## src/sv/planar_body_euler_step_top_macros.svh

```systemverilog
// Assertion macros for the planar body Euler step block.
`ifndef PLANAR_BODY_EULER_STEP_TOP_MACROS_SVH
`define PLANAR_BODY_EULER_STEP_TOP_MACROS_SVH
`ifndef SYNTHESIS
`define PES_ASSERT_IMP(lbl, ante, cons) \
  lbl: assert property (@(posedge clk) disable iff (rst) (ante) |-> (cons)) \
    else $error("pes: implication check failed");
`define PES_ASSERT_NEXT(lbl, ante, cons) \
  lbl: assert property (@(posedge clk) disable iff (rst) (ante) |=> (cons)) \
    else $error("pes: next-cycle check failed");
`else
`define PES_ASSERT_IMP(lbl, ante, cons)
`define PES_ASSERT_NEXT(lbl, ante, cons)
`endif
`endif

```

## src/sv/pes_pkg.sv

```systemverilog
// Shared types, constants and helpers for the planar body Euler step block.
`default_nettype none
package pes_pkg;

  localparam int FRAC_BITS    = 16;
  localparam int WORD_W       = 32;
  localparam int DT_W         = 20;
  localparam int MAG_W        = 31;
  localparam int NET_W        = WORD_W + 1;
  localparam int MUL_DIG_W    = 32;
  localparam int MUL_A_W      = 2 * MUL_DIG_W;
  localparam int MUL_B_W      = 32;
  localparam int MUL_P_W      = MUL_DIG_W + MUL_B_W + 2;
  localparam int ACC_W        = MUL_A_W + MUL_B_W;
  localparam int PROD_LIM_EXP = 60;
  localparam int PROD_W       = PROD_LIM_EXP + 2;
  localparam int SUM_W        = 64;
  localparam int CFG_IDX_W    = 3;

  localparam logic [CFG_IDX_W-1:0] CFG_INVERSE_MASS    = 3'd0;
  localparam logic [CFG_IDX_W-1:0] CFG_INVERSE_INERTIA = 3'd1;
  localparam logic [CFG_IDX_W-1:0] CFG_LINEAR_DAMPING  = 3'd2;
  localparam logic [CFG_IDX_W-1:0] CFG_ANGULAR_DAMPING = 3'd3;
  localparam logic [CFG_IDX_W-1:0] CFG_FRICTION_FORCE  = 3'd4;
  localparam logic [CFG_IDX_W-1:0] CFG_STOP_DEADBAND   = 3'd5;

  localparam logic [WORD_W-1:0] RST_INVERSE_MASS    = 32'd65536;
  localparam logic [WORD_W-1:0] RST_INVERSE_INERTIA = 32'd65536;
  localparam logic [WORD_W-1:0] RST_LINEAR_DAMPING  = 32'd0;
  localparam logic [WORD_W-1:0] RST_ANGULAR_DAMPING = 32'd0;
  localparam logic [MAG_W-1:0]  RST_FRICTION_FORCE  = 31'd58982;
  localparam logic [MAG_W-1:0]  RST_STOP_DEADBAND   = 31'd328;

  typedef struct packed {
    logic signed [WORD_W-1:0] force_x;
    logic signed [WORD_W-1:0] force_y;
    logic signed [WORD_W-1:0] torque;
    logic [DT_W-1:0]          time_step;
  } item_t;

  typedef struct packed {
    logic signed [WORD_W-1:0] pos_x;
    logic signed [WORD_W-1:0] pos_y;
    logic signed [WORD_W-1:0] heading;
    logic signed [WORD_W-1:0] vel_x;
    logic signed [WORD_W-1:0] vel_y;
    logic signed [WORD_W-1:0] turn_rate;
    logic                     saturated;
  } result_t;

  typedef struct packed {
    logic [WORD_W-1:0] inverse_mass;
    logic [WORD_W-1:0] inverse_inertia;
    logic [WORD_W-1:0] linear_damping_rate;
    logic [WORD_W-1:0] angular_damping_rate;
    logic [MAG_W-1:0]  friction_force;
    logic [MAG_W-1:0]  stop_deadband;
  } cfg_t;

  typedef enum logic [2:0] {
    ST_IDLE,
    ST_ISSUE,
    ST_WAIT,
    ST_COMMIT,
    ST_OUT
  } state_t;

  typedef enum logic [2:0] {
    OP_VRATE,
    OP_T1DT,
    OP_NETINV,
    OP_T2DT,
    OP_VDT
  } op_t;

  typedef enum logic [1:0] {
    AX_X,
    AX_Y,
    AX_H
  } axis_t;

  typedef struct packed {
    logic  load_in;
    logic  mul_start;
    logic  capture;
    logic  commit;
    logic  load_out;
    axis_t axis;
    op_t   op;
  } cmd_t;

  typedef struct packed {
    logic mul_busy;
    logic mul_done;
  } status_t;

  function automatic op_t op_next(op_t op);
    op_t n;
    case (op)
      OP_VRATE:  n = OP_T1DT;
      OP_T1DT:   n = OP_NETINV;
      OP_NETINV: n = OP_T2DT;
      OP_T2DT:   n = OP_VDT;
      default:   n = OP_VRATE;
    endcase
    return n;
  endfunction

  function automatic axis_t axis_next(axis_t ax);
    axis_t n;
    case (ax)
      AX_X:    n = AX_Y;
      AX_Y:    n = AX_H;
      default: n = AX_X;
    endcase
    return n;
  endfunction

endpackage
`default_nettype wire

```

## src/sv/pes_ctrl.sv

```systemverilog
// Controller: sequences the products per axis, commits state and hands off results.
`default_nettype none
module pes_ctrl (
  input  logic              clk,
  input  logic              rst,
  input  logic              item_valid,
  output logic              item_stall,
  output logic              result_valid,
  input  logic              result_stall,
  input  pes_pkg::status_t  status,
  output pes_pkg::cmd_t     cmd
);

  pes_pkg::state_t state, state_next;
  pes_pkg::axis_t  axis, axis_next;
  pes_pkg::op_t    op, op_next;
  logic            out_valid, out_valid_next;

  always_ff @(posedge clk) begin
    if (rst) begin
      state     <= pes_pkg::ST_IDLE;
      axis      <= pes_pkg::AX_X;
      op        <= pes_pkg::OP_VRATE;
      out_valid <= 1'b0;
    end else begin
      state     <= state_next;
      axis      <= axis_next;
      op        <= op_next;
      out_valid <= out_valid_next;
    end
  end

  always_comb begin
    state_next = state;
    axis_next  = axis;
    op_next    = op;
    cmd        = '0;
    cmd.axis   = axis;
    cmd.op     = op;
    case (state)
      pes_pkg::ST_IDLE: begin
        if (item_valid) begin
          cmd.load_in = 1'b1;
          axis_next   = pes_pkg::AX_X;
          op_next     = pes_pkg::OP_VRATE;
          state_next  = pes_pkg::ST_ISSUE;
        end
      end
      pes_pkg::ST_ISSUE: begin
        cmd.mul_start = 1'b1;
        state_next    = pes_pkg::ST_WAIT;
      end
      pes_pkg::ST_WAIT: begin
        if (status.mul_done) begin
          cmd.capture = 1'b1;
          if (op == pes_pkg::OP_VDT) begin
            state_next = pes_pkg::ST_COMMIT;
          end else begin
            op_next    = pes_pkg::op_next(op);
            state_next = pes_pkg::ST_ISSUE;
          end
        end
      end
      pes_pkg::ST_COMMIT: begin
        cmd.commit = 1'b1;
        op_next    = pes_pkg::OP_VRATE;
        if (axis == pes_pkg::AX_H) begin
          state_next = pes_pkg::ST_OUT;
        end else begin
          axis_next  = pes_pkg::axis_next(axis);
          state_next = pes_pkg::ST_ISSUE;
        end
      end
      pes_pkg::ST_OUT: begin
        if (!out_valid || !result_stall) begin
          cmd.load_out = 1'b1;
          state_next   = pes_pkg::ST_IDLE;
        end
      end
      default: begin
        state_next = pes_pkg::ST_IDLE;
      end
    endcase
  end

  always_comb begin
    out_valid_next = out_valid;
    if (cmd.load_out) begin
      out_valid_next = 1'b1;
    end else if (out_valid && !result_stall) begin
      out_valid_next = 1'b0;
    end
  end

  assign item_stall   = (state != pes_pkg::ST_IDLE);
  assign result_valid = out_valid;

endmodule
`default_nettype wire

```

## config.mk

```make
export PLATFORM = sky130hd
export DESIGN_NAME = pes_ctrl
export DESIGN_NICKNAME = d
export VERILOG_FILES = /design/src/sv/planar_body_euler_step_top_macros.svh /design/src/sv/pes_pkg.sv /design/src/sv/pes_ctrl.sv
export SDC_FILE = /design/constraint.sdc
export NUM_CORES = 1
export LEC_CHECK = 0
export ABC_AREA = 1
export ABC_CLOCK_PERIOD_IN_PS = 2000
export BUFFER_PORTS_ARGS = -buffer_cell sky130_fd_sc_hd__buf_2
export CAP_MARGIN = 0
export CORE_MARGIN = 2
export CORE_UTILIZATION = 35
export CTS_CLUSTER_SIZE = 10
export DETAILED_ROUTE_END_ITERATION = 10
export GPL_ROUTABILITY_DRIVEN = 1
export PLACE_DENSITY = 0.7
export SYNTH_ARGS = -nofsm -noshare
export SYNTH_HDL_FRONTEND = slang
export SYNTH_SLANG_ARGS = --single-unit
```

## constraint.sdc

```tcl
create_clock -name clk -period 2 [get_ports clk]
set_input_delay 0.2 -clock clk [delete_from_list [all_inputs] [get_ports clk]]
set_output_delay 0.2 -clock clk [all_outputs]
set_load 0.03 [all_outputs]
```

==> impl_metrics.yaml <==
route:
  drt_wl_total_mm: 1.078
  vias_per_cell: 4.616
  drtIter0Drc: 14
  dr.pass1.iters: 4
  wl_per_cell_um: 8.624
  drcViolationCount: 0
  vias: 577
  ant_nets: 0
clocking:
  post_cts_resized: 0
  clk_latency_ns: 0.25
  postCtsSetupBuffers: 0
  cts_buffer_depth: 2
  cts_inserted_buffers: 3
  clockRootBuffer: "clkbuf_4"
  cts_tree: "built"
  cts_hold_buf: 0
  path_clk_slew_ns: 0.06
  cts.sinks: 9
  htree_levels: 1
cells_and_area:
  multi_input_area_um2: 310.3
  final_util_pct: 45.21
  final_common_cell: "nand2_1"
  diodes: 0
  layout.nets: 116
  syn_to_final_growth_pct: 21.44
  post_route_cells_drive_above_1_share_pct: 35.78
  stdcell_count: 125
  seq_area_um2: 180.2
  fillers: 176
  final_cell_mix: "20 x nand2_1, 16 x buf_2, 14 x nor2_1"
hold_path:
  min_from: "rst"
  hp-class: "primary input to flip-flop"
  whs_path_depth: 2
  holdPathEnd: "state[1]"
logic_synthesis:
  syn_inst: 90
  ys_ff_latch: 9
  seq_area_frac_synth_pct: 32.51
  syn-cell-area_um2: 554.3
  ys_warn_count: 0
  synth.distinct_cells: 14
  synth.avg_cell_area_um2: 6.159
  syn_nets: 96
worst_setup_path:
  critPathRequiredTime_ns: 1.80
  r2r_slack_ns: 0.78
  critical_path.top_delay_family: "simple AND/OR/NAND/NOR gates"
  crit_type: "flip-flop to output pin"
  critPathLaunchType: "flip-flop"
  cpMaxStageDelayCell: "dfxtp_1"
  r2r_end: "op[1]"
  critPathBufInv: 1
  rr_startpoint: "state[0]"
  ff2ff_path_depth: 8
  cp_cell_sequence: "nor2_2, nand2_1, nor2_1, buf_2"
  cpPeakStageDelay_ns: 0.37
  cp_max_fo: 6
  cp-end-kind: "output pin"
  cp_data_arrival_time_ns: 1.22
floorplan:
  die_y_um: 43.80
  rows: 14
  coreArea_um2: 1489
  io_pins: 18
  die_w_um: 43.80
  die-area_um2: 1918
  start_util_pct: 37.23
sta:
  skew_ns: 0.0008995
  slew-limit-headroom_pct: 82.25
  timing.final.ws_setup_ns: 0.5789
  finalSetupViolations: 0
  rsz0062_at_grt: "no"
  worstMarginPinSlew_ns: 0.2659
  period_share_pct: 71.05
  fin_crit_ns: 1.421
  finalHoldViolations: 0
  maxSlewViolCount: 0
  max_freq_mhz: 703.7
  setup_tns_ns: 0
global_route:
  grt_use_total_pct: 12.43
  antenna_found_initial: 0
  grt_pass1_vias: 474
  grt_first_pass_wirelength_mm: 1.766
  grt_max_degree: 8
  grt_overflow: 0
power:
  power_mw: 0.5291
  leakagePower_nw: 0.3600
  p_per_area_nw_per_um2: 786.0
  ir_drop_v: 0.0003476
place:
  place_congestion: 0.7394
  port_buffers: 16
  dp_slack_ns: 0.7900
  place_hpwl_um: 872.4
  dp_cells: 121
run_status:
  status: "finished clean"
job:
  drv_cap: 0
layout make-up:
class | count | area share [%]
repair buffers | 16 | 11.90
clock buffers | 4 | 3.903
flip-flops and latches | 9 | 26.77
well taps | 16 | 2.974
multi-input cells | 65 | 46.10
inverters | 15 | 8.364
worst max-delay path by stage:
stage,start,end,slack [ns],depth (start not counted)
finish,state[0],cmd[7],0.58,4
global route,state[0],cmd[7],0.45,4
CTS,state[2],cmd[7],0.57,4
detailed placement,state[1],op[1],0.79,7
global placement,state[0],op[1],0.80,8
floorplan,state[0],cmd[9],0.65,3
power breakdown:
part           switching, mW  internal [mW]  leakage [nW]
clock network         0.0595         0.0766        0.0150
logic                  0.122         0.0576         0.272
registers             0.0192          0.194        0.0735
worst reg2reg max path, stage by stage, from the launching register on:
cell     delay, ns
dfxtp_1       0.37
nor2_2        0.22
nand3_1       0.14
nand2_2       0.12
inv_2         0.05
nand2_2       0.07
nand2_1       0.05
nand2_1       0.06
nor2_2        0.03
kinds of logic (layout without fill, tap and decap cells):
| group | Yosys count | count (layout) | synth area share, % |
|---|---|---|---|
| flops | 9 | 9 | 32.51 |
| buf+inv | 16 | 35 | 11.51 |
| compound gates | 8 | 8 | 7.449 |
| simple gates | 57 | 57 | 48.53 |
state kept, by name, indices dropped and copies added (netlist names):
name,count
state,3
axis,2
result_valid,1
op,3
metrics by stage:
stage | area, µm² | hold slack [ns]
after global placement | 646.9 | 0.4653
after floorplan | 554.3 | 0.2691
after detailed placement | 646.9 | 0.4650
final | 673.1 | 0.1947
after CTS | 673.1 | 0.1924
after global routing | 673.1 | 0.1956
cell usage after synthesis, drive strengths merged:
library cell | n | area [µm²]
o21ai | 1 | 5.000
a21oi | 6 | 30.03
nor2 | 20 | 90.09
nand2 | 27 | 118.9
o22ai | 1 | 6.260
buf | 1 | 7.510
nor3 | 1 | 5.000
inv | 15 | 56.31
nand3 | 9 | 55.05
dfxtp | 9 | 180.2
metal layers:
metal	vias up	GRT usage, %	routed length, µm
met5	-	0	0
met3	2	2.500	67
met1	248	15.44	502
met4	0	9.091	13
li1	314	-	-
met2	13	18.82	494
Power figures use the tool's default switching activity.
